===== config.mk =====
export PLATFORM = sky130hd
export DESIGN_NAME = json_bracket_nesting_validator
export DESIGN_NICKNAME = d
export VERILOG_FILES = /design/src/design/jbnv_pkg.sv /design/src/design/jbnv_queue.sv /design/src/design/jbnv_front.sv /design/src/design/jbnv_stack.sv /design/src/design/jbnv_back.sv /design/src/design/json_bracket_nesting_validator.sv
export SDC_FILE = /design/constraint.sdc
export NUM_CORES = 1
export LEC_CHECK = 0
export BUFFER_PORTS_ARGS = -buffer_cell sky130_fd_sc_hd__buf_2
export CAP_MARGIN = 40
export CELL_PAD_IN_SITES_DETAIL_PLACEMENT = 0
export CELL_PAD_IN_SITES_GLOBAL_PLACEMENT = 1
export CORE_UTILIZATION = 45
export CTS_CLUSTER_SIZE = 30
export DETAILED_ROUTE_END_ITERATION = 8
export PLACE_DENSITY_LB_ADDON = 0.2
export SLEW_MARGIN = 20
export SYNTH_ARGS = -nofsm -noshare
export SYNTH_HDL_FRONTEND = slang
export SYNTH_HIERARCHICAL = 1
export SYNTH_SLANG_ARGS = --single-unit

===== constraint.sdc =====
create_clock -name clk -period 3.6 [get_ports clk]
set_input_delay 0.18 -clock clk [delete_from_list [all_inputs] [get_ports clk]]
set_output_delay 0.18 -clock clk [all_outputs]
set_load 0.02 [all_outputs]

===== src/design/jbnv_pkg.sv =====
package jbnv_pkg;

	// Byte codes the classifier looks for.
	localparam logic [7:0] CH_OPEN_CURLY   = 8'h7B;
	localparam logic [7:0] CH_OPEN_SQUARE  = 8'h5B;
	localparam logic [7:0] CH_CLOSE_CURLY  = 8'h7D;
	localparam logic [7:0] CH_CLOSE_SQUARE = 8'h5D;
	localparam logic [7:0] CH_BACKSLASH    = 8'h5C;
	localparam logic [7:0] CH_QUOTE        = 8'h22;
	localparam logic [7:0] CH_SPACE       = 8'h20;
	localparam logic [7:0] CH_TAB         = 8'h09;
	localparam logic [7:0] CH_CR          = 8'h0D;

	typedef enum logic [2:0] {
		CL_OTHER,
		CL_BACKSLASH,
		CL_QUOTE,
		CL_OPEN_CURLY,
		CL_OPEN_SQUARE,
		CL_CLOSE_CURLY,
		CL_CLOSE_SQUARE
	} byte_class_t;

	typedef enum logic [1:0] {
		LK_NONE,
		LK_CURLY,
		LK_SQUARE,
		LK_OTHER
	} lead_kind_t;

	typedef enum logic [2:0] {
		ST_OBJECT,
		ST_ARRAY,
		ST_EXTRA_CLOSE,
		ST_EXPECT_SQUARE,
		ST_EXPECT_CURLY,
		ST_UNCLOSED,
		ST_NO_CONTAINER,
		ST_OVERFLOW
	} status_t;

	// One classified byte as it travels from the front to the back.
	typedef struct packed {
		byte_class_t cls;
		lead_kind_t  lead;
		logic        last;
	} item_t;

	// Stack commands from the back, and stack flags returned to it.
	typedef struct packed {
		logic push;
		logic pop;
		logic clear;
		logic kind;
	} stack_cmd_t;

	typedef struct packed {
		logic empty;
		logic single;
		logic full;
		logic top;
	} stack_stat_t;

endpackage


===== src/design/jbnv_queue.sv =====
module jbnv_queue #(
	parameter int WIDTH = 8,
	parameter int DEPTH = 2
) (
	input  logic             clk,
	input  logic             arst_n,
	input  logic             wr_en,
	input  logic [WIDTH-1:0] wr_data,
	output logic             full,
	input  logic             rd_en,
	output logic [WIDTH-1:0] rd_data,
	output logic             empty
);

	localparam int PW = (DEPTH > 1) ? $clog2(DEPTH) : 1;
	localparam int CW = $clog2(DEPTH + 1);

	logic [WIDTH-1:0] data_q [DEPTH];
	logic [PW-1:0]    wr_ptr_q;
	logic [PW-1:0]    rd_ptr_q;
	logic [CW-1:0]    cnt_q;
	logic             do_wr;
	logic             do_rd;

	assign full    = (cnt_q == CW'(DEPTH));
	assign empty   = (cnt_q == '0);
	assign do_wr   = wr_en && !full;
	assign do_rd   = rd_en && !empty;
	assign rd_data = data_q[rd_ptr_q];

	always_ff @(posedge clk) begin
		if (do_wr) begin
			data_q[wr_ptr_q] <= wr_data;
		end
	end

	always_ff @(posedge clk or negedge arst_n) begin
		if (!arst_n) begin
			wr_ptr_q <= '0;
			rd_ptr_q <= '0;
			cnt_q    <= '0;
		end else begin
			if (do_wr) begin
				wr_ptr_q <= (wr_ptr_q == PW'(DEPTH - 1)) ? '0 : wr_ptr_q + 1'b1;
			end
			if (do_rd) begin
				rd_ptr_q <= (rd_ptr_q == PW'(DEPTH - 1)) ? '0 : rd_ptr_q + 1'b1;
			end
			if (do_wr && !do_rd) begin
				cnt_q <= cnt_q + 1'b1;
			end else if (do_rd && !do_wr) begin
				cnt_q <= cnt_q - 1'b1;
			end
		end
	end

endmodule


===== src/design/jbnv_front.sv =====
module jbnv_front (
	input  logic                clk,
	input  logic                arst_n,
	input  logic                accept,
	input  logic [7:0]          text_byte,
	input  logic                is_last,
	output jbnv_pkg::item_t     item
);

	jbnv_pkg::lead_kind_t lead_q;
	jbnv_pkg::lead_kind_t lead_now;
	jbnv_pkg::byte_class_t cls;
	logic                 blank;

	assign blank = (text_byte == jbnv_pkg::CH_SPACE) ||
		((text_byte >= jbnv_pkg::CH_TAB) && (text_byte <= jbnv_pkg::CH_CR));

	always_comb begin
		case (text_byte)
			jbnv_pkg::CH_BACKSLASH:    cls = jbnv_pkg::CL_BACKSLASH;
			jbnv_pkg::CH_QUOTE:        cls = jbnv_pkg::CL_QUOTE;
			jbnv_pkg::CH_OPEN_CURLY:   cls = jbnv_pkg::CL_OPEN_CURLY;
			jbnv_pkg::CH_OPEN_SQUARE:  cls = jbnv_pkg::CL_OPEN_SQUARE;
			jbnv_pkg::CH_CLOSE_CURLY:  cls = jbnv_pkg::CL_CLOSE_CURLY;
			jbnv_pkg::CH_CLOSE_SQUARE: cls = jbnv_pkg::CL_CLOSE_SQUARE;
			default:                   cls = jbnv_pkg::CL_OTHER;
		endcase
	end

	// The first byte outside the whitespace set fixes the leading kind.
	always_comb begin
		lead_now = lead_q;
		if (lead_q == jbnv_pkg::LK_NONE && !blank) begin
			case (cls)
				jbnv_pkg::CL_OPEN_CURLY:  lead_now = jbnv_pkg::LK_CURLY;
				jbnv_pkg::CL_OPEN_SQUARE: lead_now = jbnv_pkg::LK_SQUARE;
				default:                  lead_now = jbnv_pkg::LK_OTHER;
			endcase
		end
	end

	assign item.cls  = cls;
	assign item.lead = lead_now;
	assign item.last = is_last;

	always_ff @(posedge clk or negedge arst_n) begin
		if (!arst_n) begin
			lead_q <= jbnv_pkg::LK_NONE;
		end else if (accept) begin
			lead_q <= is_last ? jbnv_pkg::LK_NONE : lead_now;
		end
	end

endmodule


===== src/design/jbnv_stack.sv =====
module jbnv_stack #(
	parameter int MAX_DEPTH = 64
) (
	input  logic                  clk,
	input  logic                  arst_n,
	input  jbnv_pkg::stack_cmd_t  cmd,
	output jbnv_pkg::stack_stat_t stat
);

	localparam int AW = $clog2(MAX_DEPTH);
	localparam int CW = $clog2(MAX_DEPTH + 1);

	logic          kinds_q [MAX_DEPTH];
	logic [CW-1:0] count_q;
	logic [CW-1:0] below_top;
	logic          top_q;
	logic          rd_q;
	logic          top_sel_q;

	// The top level lives in a register after a push; after a pop the new top
	// is the entry below, read from the memory on the same edge.
	assign below_top   = count_q - CW'(2);
	assign stat.empty  = (count_q == '0);
	assign stat.single = (count_q == CW'(1));
	assign stat.full   = (count_q == CW'(MAX_DEPTH));
	assign stat.top    = top_sel_q ? rd_q : top_q;

	always_ff @(posedge clk) begin
		if (cmd.push) begin
			kinds_q[count_q[AW-1:0]] <= cmd.kind;
		end
		if (cmd.pop) begin
			rd_q <= kinds_q[below_top[AW-1:0]];
		end
		if (cmd.push) begin
			top_q <= cmd.kind;
		end
	end

	always_ff @(posedge clk or negedge arst_n) begin
		if (!arst_n) begin
			count_q   <= '0;
			top_sel_q <= 1'b0;
		end else if (cmd.clear) begin
			count_q   <= '0;
			top_sel_q <= 1'b0;
		end else if (cmd.push) begin
			count_q   <= count_q + 1'b1;
			top_sel_q <= 1'b0;
		end else if (cmd.pop) begin
			count_q   <= count_q - 1'b1;
			top_sel_q <= 1'b1;
		end
	end

	a_push_pop_excl: assert property (@(posedge clk) disable iff (!arst_n)
		!(cmd.push && cmd.pop))
		else $error("stack push and pop in the same cycle");

	a_no_pop_empty: assert property (@(posedge clk) disable iff (!arst_n)
		cmd.pop |-> (count_q != '0))
		else $error("stack pop while empty");

	a_no_push_full: assert property (@(posedge clk) disable iff (!arst_n)
		cmd.push |-> (count_q != CW'(MAX_DEPTH)))
		else $error("stack push while full");

	a_clear_empties: assert property (@(posedge clk) disable iff (!arst_n)
		cmd.clear |=> (count_q == '0))
		else $error("stack not empty after clear");

endmodule


===== src/design/jbnv_back.sv =====
module jbnv_back (
	input  logic                  clk,
	input  logic                  arst_n,
	input  logic                  item_valid,
	input  jbnv_pkg::item_t       item,
	output logic                  item_take,
	output jbnv_pkg::stack_cmd_t  cmd,
	input  jbnv_pkg::stack_stat_t stat,
	output logic                  res_push,
	output jbnv_pkg::status_t     res_status,
	input  logic                  res_full
);

	logic              esc_q;
	logic              str_q;
	logic              errv_q;
	jbnv_pkg::status_t err_q;
	logic              esc_n;
	logic              str_n;
	logic              errv_n;
	jbnv_pkg::status_t err_n;
	logic              open_after;

	// A last beat needs a free result slot; every other beat goes straight on.
	assign item_take = item_valid && (!item.last || !res_full);
	assign res_push  = item_take && item.last;

	always_comb begin
		esc_n  = esc_q;
		str_n  = str_q;
		errv_n = errv_q;
		err_n  = err_q;
		cmd    = '0;
		if (item_take && !errv_q) begin
			if (item.cls == jbnv_pkg::CL_BACKSLASH && !esc_q) begin
				esc_n = 1'b1;
			end else begin
				esc_n = 1'b0;
				case (item.cls)
					jbnv_pkg::CL_QUOTE: begin
						if (!esc_q) begin
							str_n = !str_q;
						end
					end
					jbnv_pkg::CL_OPEN_CURLY, jbnv_pkg::CL_OPEN_SQUARE: begin
						if (!str_q) begin
							if (stat.full) begin
								errv_n = 1'b1;
								err_n  = jbnv_pkg::ST_OVERFLOW;
							end else begin
								cmd.push = 1'b1;
								cmd.kind = (item.cls == jbnv_pkg::CL_OPEN_SQUARE);
							end
						end
					end
					jbnv_pkg::CL_CLOSE_CURLY: begin
						if (!str_q) begin
							if (stat.empty) begin
								errv_n = 1'b1;
								err_n  = jbnv_pkg::ST_EXTRA_CLOSE;
							end else if (stat.top) begin
								errv_n = 1'b1;
								err_n  = jbnv_pkg::ST_EXPECT_SQUARE;
							end else begin
								cmd.pop = 1'b1;
							end
						end
					end
					jbnv_pkg::CL_CLOSE_SQUARE: begin
						if (!str_q) begin
							if (stat.empty) begin
								errv_n = 1'b1;
								err_n  = jbnv_pkg::ST_EXTRA_CLOSE;
							end else if (!stat.top) begin
								errv_n = 1'b1;
								err_n  = jbnv_pkg::ST_EXPECT_CURLY;
							end else begin
								cmd.pop = 1'b1;
							end
						end
					end
					default: begin
					end
				endcase
			end
		end
		if (res_push) begin
			cmd.clear = 1'b1;
		end
	end

	assign open_after = cmd.push || (!stat.empty && !(cmd.pop && stat.single));

	always_comb begin
		if (errv_n) begin
			res_status = err_n;
		end else if (open_after) begin
			res_status = jbnv_pkg::ST_UNCLOSED;
		end else begin
			case (item.lead)
				jbnv_pkg::LK_CURLY:  res_status = jbnv_pkg::ST_OBJECT;
				jbnv_pkg::LK_SQUARE: res_status = jbnv_pkg::ST_ARRAY;
				default:             res_status = jbnv_pkg::ST_NO_CONTAINER;
			endcase
		end
	end

	always_ff @(posedge clk or negedge arst_n) begin
		if (!arst_n) begin
			esc_q  <= 1'b0;
			str_q  <= 1'b0;
			errv_q <= 1'b0;
			err_q  <= jbnv_pkg::ST_OBJECT;
		end else if (res_push) begin
			esc_q  <= 1'b0;
			str_q  <= 1'b0;
			errv_q <= 1'b0;
			err_q  <= jbnv_pkg::ST_OBJECT;
		end else begin
			esc_q  <= esc_n;
			str_q  <= str_n;
			errv_q <= errv_n;
			err_q  <= err_n;
		end
	end

	a_doc_end_clears: assert property (@(posedge clk) disable iff (!arst_n)
		res_push |=> (!esc_q && !str_q && !errv_q))
		else $error("tracking state not cleared after a document");

	a_no_stack_after_err: assert property (@(posedge clk) disable iff (!arst_n)
		errv_q |-> (!cmd.push && !cmd.pop))
		else $error("stack moved after a sticky error");

endmodule


===== src/design/json_bracket_nesting_validator.sv =====
// Streaming bracket checker for JSON text, one byte per beat.
// Input channel: drive text_byte and is_last with push; a beat is taken at a
// rising edge with push high and full low. Mark the final byte of each
// document with is_last.
// Result channel: one status beat per document, produced by the byte marked
// last. While empty is low the oldest status is on the status port; it is
// taken at a rising edge with pop high and empty low.
// Status codes: object, array, extra close, expected ], expected }, unclosed,
// no container at top level, and nesting deeper than MAX_DEPTH.
// Throughput is one byte per cycle while full is low: the front classifies
// a byte and writes a two-entry queue, and the back consumes one queued
// byte per cycle unless a last byte waits for a result slot, using the
// stack top held in a register or read from the stack memory on the edge
// of the pop that exposes it; statuses are registered in the output queue.
// If the receiver stalls, results collect in a two-entry output queue; a
// last byte then waits in the middle queue, and full rises once that queue
// fills, while ordinary bytes keep flowing as long as the middle queue has
// room. After the last byte of a document the tracking state returns to
// its reset values. Asynchronous reset empties all queues and clears all
// tracking state; the stack memory itself is not cleared.
module json_bracket_nesting_validator #(
	parameter int MAX_DEPTH = 64
) (
	input  logic       clk,
	input  logic       arst_n,
	input  logic       push,
	output logic       full,
	input  logic [7:0] text_byte,
	input  logic       is_last,
	output logic       empty,
	input  logic       pop,
	output logic [2:0] status
);

	localparam int ITEM_W   = $bits(jbnv_pkg::item_t);
	localparam int STATUS_W = $bits(jbnv_pkg::status_t);

	jbnv_pkg::item_t       front_item;
	logic [ITEM_W-1:0]     mid_rdata;
	jbnv_pkg::item_t       back_item;
	logic                  mid_empty;
	logic                  item_take;
	jbnv_pkg::stack_cmd_t  stack_cmd;
	jbnv_pkg::stack_stat_t stack_stat;
	logic                  res_push;
	jbnv_pkg::status_t     res_status;
	logic                  res_full;
	logic [STATUS_W-1:0]   out_rdata;
	logic                  accept;

	assign accept    = push && !full;
	assign back_item = jbnv_pkg::item_t'(mid_rdata);
	assign status    = out_rdata;

	jbnv_front u_front (
		.clk       (clk),
		.arst_n    (arst_n),
		.accept    (accept),
		.text_byte (text_byte),
		.is_last   (is_last),
		.item      (front_item)
	);

	// Classified bytes wait here until the back can take them.
	jbnv_queue #(
		.WIDTH (ITEM_W),
		.DEPTH (2)
	) u_mid_queue (
		.clk     (clk),
		.arst_n  (arst_n),
		.wr_en   (push),
		.wr_data (front_item),
		.full    (full),
		.rd_en   (item_take),
		.rd_data (mid_rdata),
		.empty   (mid_empty)
	);

	jbnv_back u_back (
		.clk        (clk),
		.arst_n     (arst_n),
		.item_valid (!mid_empty),
		.item       (back_item),
		.item_take  (item_take),
		.cmd        (stack_cmd),
		.stat       (stack_stat),
		.res_push   (res_push),
		.res_status (res_status),
		.res_full   (res_full)
	);

	jbnv_stack #(
		.MAX_DEPTH (MAX_DEPTH)
	) u_stack (
		.clk    (clk),
		.arst_n (arst_n),
		.cmd    (stack_cmd),
		.stat   (stack_stat)
	);

	// Finished statuses wait here for the receiver.
	jbnv_queue #(
		.WIDTH (STATUS_W),
		.DEPTH (2)
	) u_out_queue (
		.clk     (clk),
		.arst_n  (arst_n),
		.wr_en   (res_push),
		.wr_data (res_status),
		.full    (res_full),
		.rd_en   (pop),
		.rd_data (out_rdata),
		.empty   (empty)
	);

endmodule


==> impl_metrics.env <==
export IMPL_r2r_end="u_stack/count_q[6]"
export IMPL_p_int_w=0.00303
export IMPL_finalCritPeriodShare=0.836
export IMPL_highest_layer="met4"
export IMPL_cts_sinks=108
export IMPL_area_growth_synth_to_final_pct=8.42
export IMPL_seqPwrFrac=0.370
export IMPL_synth_fa_ha_area_frac=0.0263
export IMPL_p_clk_frac=0.185
export IMPL_drt_wl_total_um=11500
export IMPL_die_w_um=115
export IMPL_rows=40
export IMPL_cp_start_kind="flop"
export IMPL_grt_pass1_vias=3578
export IMPL_core_area_um2=12200
export IMPL_max_stage_delay_ps=540
export IMPL_holdPathStages=1
export IMPL_skew_ps=7.20
export IMPL_synth_area_um2=5700
export IMPL_leakage_nw=2.20
export IMPL_synthSimpleGateAreaFrac=0.175
export IMPL_r2r_setup_slack_ps=590
export IMPL_required_ps=3840
export IMPL_grt_max_degree=66
export IMPL_r2r_cells=9
export IMPL_gp_congestion=0.819
export IMPL_synth_edff_count=84
export IMPL_cp_max_fo=16
export IMPL_drt_initial_drc_count=257
export IMPL_cts_repair_resized=0
export IMPL_fin_nets=519
export IMPL_power_density_nw_per_um2=798
export IMPL_synth_xor_area_frac=0.0320
export IMPL_drc=0
export IMPL_syn_area_per_cell_um2=11.8
export IMPL_hp_class="input pin to flop"
export IMPL_via_per_inst=5.55
export IMPL_reg2reg_from="u_stack/count_q[5]"
export IMPL_final_cell_mix="nor2_1, edfxtp_1, nand2_1"
export IMPL_insertedDiodeCount=0
export IMPL_critPathKind="flop to flop"
export IMPL_synth_seq_cells=108
export IMPL_cp_slowest_cell="or3_1"
export IMPL_grt_usage=0.192
export IMPL_ys_types=80
export IMPL_combPwrFrac=0.444
export IMPL_dr_wl_met3_um=508
export IMPL_ios=18
export IMPL_slew_viol_final=0
export IMPL_synth_nets=510
export IMPL_switching_share=0.386
export IMPL_synth_compound_area_share=0.0807
export IMPL_drive_gt1_frac=0.144
export IMPL_portBuffers=17
export IMPL_final_common_cell="nor2_1"
export IMPL_antenna_found_initial=0
export IMPL_grt_ovfl_total=0
export IMPL_fin_setup_tns_ps=0
export IMPL_cts_buffer_depth=2
export IMPL_path_cells="or3_1 > nor3_1 > nor2_1 > o2111a_1 > buf_4 > o41ai_1 > o21ai_0 > xor2_1 > nor2_1"
export IMPL_post_drt_wl_per_cell_um=17.2
export IMPL_pre_cts_ws_ps=608
export IMPL_cts_setup_buffers=0
export IMPL_finalHoldViolations=0
export IMPL_setup_viol=0
export IMPL_min_from="is_last"
export IMPL_die_h_um=115
export IMPL_fmax_ghz=0.332
export IMPL_slew_headroom=0.574
export IMPL_crit_arrival_ps=3250
export IMPL_ys_warnings_count=6
export IMPL_vias=3702
export IMPL_setup_ws_ps=589
export IMPL_rsz0062_at_grt="no"
export IMPL_dominantRegCellSynth="edfxtp_1"
export IMPL_dr_pass1_iters=5
export IMPL_crit_path_end_kind="flop"
export IMPL_fillers=1076
export IMPL_tightest_slew_ps=638
export IMPL_syn_inst=485
export IMPL_insertion_delay_ps=350
export IMPL_vdd_drop_max_mv=0.430
export IMPL_grt_pass1_wl_um=18600
export IMPL_path_clk_slew_ps=70
export IMPL_cap_violations=0
export IMPL_ant_nets=0
export IMPL_cts_tree="yes"
export IMPL_cts_buffers=9
export IMPL_cts_root_buf="clkbuf_16"
export IMPL_p_sw_w=0.00191
export IMPL_min_to="u_mid_queue/data_q[1][0]"
export IMPL_synth_mux_area_fraction=0.0996
export IMPL_seq_area_frac_synth=0.547
export IMPL_period_minus_slack_ps=3010
export IMPL_synth_top_family_by_area="simple AND/OR/NAND/NOR gates"
export IMPL_htree_num_levels=3
export IMPL_status="finished clean"
export IMPL_wl_met1_um=5510
export IMPL_path_common_cell="nor2_1"
export IMPL_async_flop_share=0.222
export IMPL_dp_hpwl_um=7560
export IMPL_dieArea_um2=13100
export IMPL_start_util=0.469
export IMPL_wl_met2_um=5190
export IMPL_hold_buffers=1
[layer usage]
metal  global-route usage  vias up
met5                    0        -
met1                0.272     1800
met2                0.286      105
met3               0.0296       17
met4                0.100        0
li1                     -     1780
[worst max-delay path, delay by kind of cell, from the launching register on]
family	cells	cell delay, ps
compound gates	3	830
buf+inv	1	200
simple gates	4	1150
xor+xnor	1	170
flops	1	530
[flip-flops by register name (all words and copies together) (netlist names), 2 cells and up]
name and flops:
u_mid_queue/cnt_q 2, u_stack/count_q 7, u_stack/kinds_q 64, u_back/err_q 3, u_out_queue/data_q 6, u_front/lead_q 2, u_mid_queue/data_q 12, u_out_queue/cnt_q 2
[cell families (layout without fill, tap and decap cells)]
logic type,after synthesis,count (layout)
AND/OR/NAND/NOR,201,201
flip-flops,108,108
AO/OA/AOI/OAI,64,64
buffers and inverters,44,58
multiplexers,36,36
XOR/XNOR,20,20
adder cells (fa/ha/maj),12,12
[stage by stage]
| step | total power, W | hold slack, ps | instances | instance area [um2] | util |
|---|---|---|---|---|---|
| global route | 0.00526 | 43.6 | 667 | 6180 | 0.509 |
| global placement | 0.00402 | 216 | 650 | 5900 | 0.485 |
| finish | 0.00493 | 51.9 | 667 | 6180 | 0.509 |
| floorplan | 0.00354 | -116 | 485 | 5700 | - |
| CTS | 0.00496 | 38.3 | 667 | 6180 | 0.509 |
| detailed placement | 0.00403 | 229 | 650 | 5900 | 0.485 |
[worst max-delay path by stage]
stage	startpoint	end
floorplan	u_stack/count_q[1]	u_out_queue/data_q[0][2]
global placement	u_stack/count_q[5]	u_stack/count_q[6]
detailed placement	u_stack/count_q[5]	u_stack/count_q[6]
CTS	u_stack/count_q[5]	u_stack/count_q[6]
global route	u_stack/count_q[5]	u_stack/count_q[6]
finish	u_stack/count_q[5]	u_stack/count_q[6]
[cell usage after synthesis, drive strengths merged (3+ instances only)]
library cell / n / area (um2)
o21ai: 14 / 73.8
nor3: 8 / 40.0
nand2: 29 / 111
nand3: 9 / 50.1
nor2b: 9 / 66.3
o211ai: 3 / 22.5
o22ai: 3 / 18.8
edfxtp: 84 / 2520
nand2b: 5 / 31.3
or2: 5 / 31.3
xor2: 8 / 77.6
nor3b: 5 / 42.5
xnor2: 12 / 105
mux4: 14 / 330
a21oi: 12 / 60.1
nor2: 101 / 379
nor4b: 3 / 26.3
and3: 4 / 25.0
ha: 12 / 150
inv: 15 / 56.3
clkbuf: 10 / 37.5
mux2i: 11 / 110
mux2: 11 / 128
buf: 19 / 129
a31oi: 4 / 25.0
dfrtp: 24 / 601
[layout make-up]
cell class	count	area (um2)	share of cell area
inverter	15	56.3	0.00910
tap	168	210	0.0340
sequential	108	3120	0.505
clock inverter	7	48.8	0.00789
clock buffer	9	225	0.0364
timing repair buffer	27	163	0.0263
multi-input combinational	333	2360	0.381
[power groups by stage]
stage,logic (W),registers (W),clock network [W]
after floorplan,0.00173,0.00180,0
after global placement,0.00217,0.00185,0
after detailed placement,0.00217,0.00186,0
after CTS,0.00219,0.00183,0.000947
after global routing,0.00242,0.00186,0.000985
final,0.00219,0.00183,0.000914
Power figures use the tool's default switching activity.
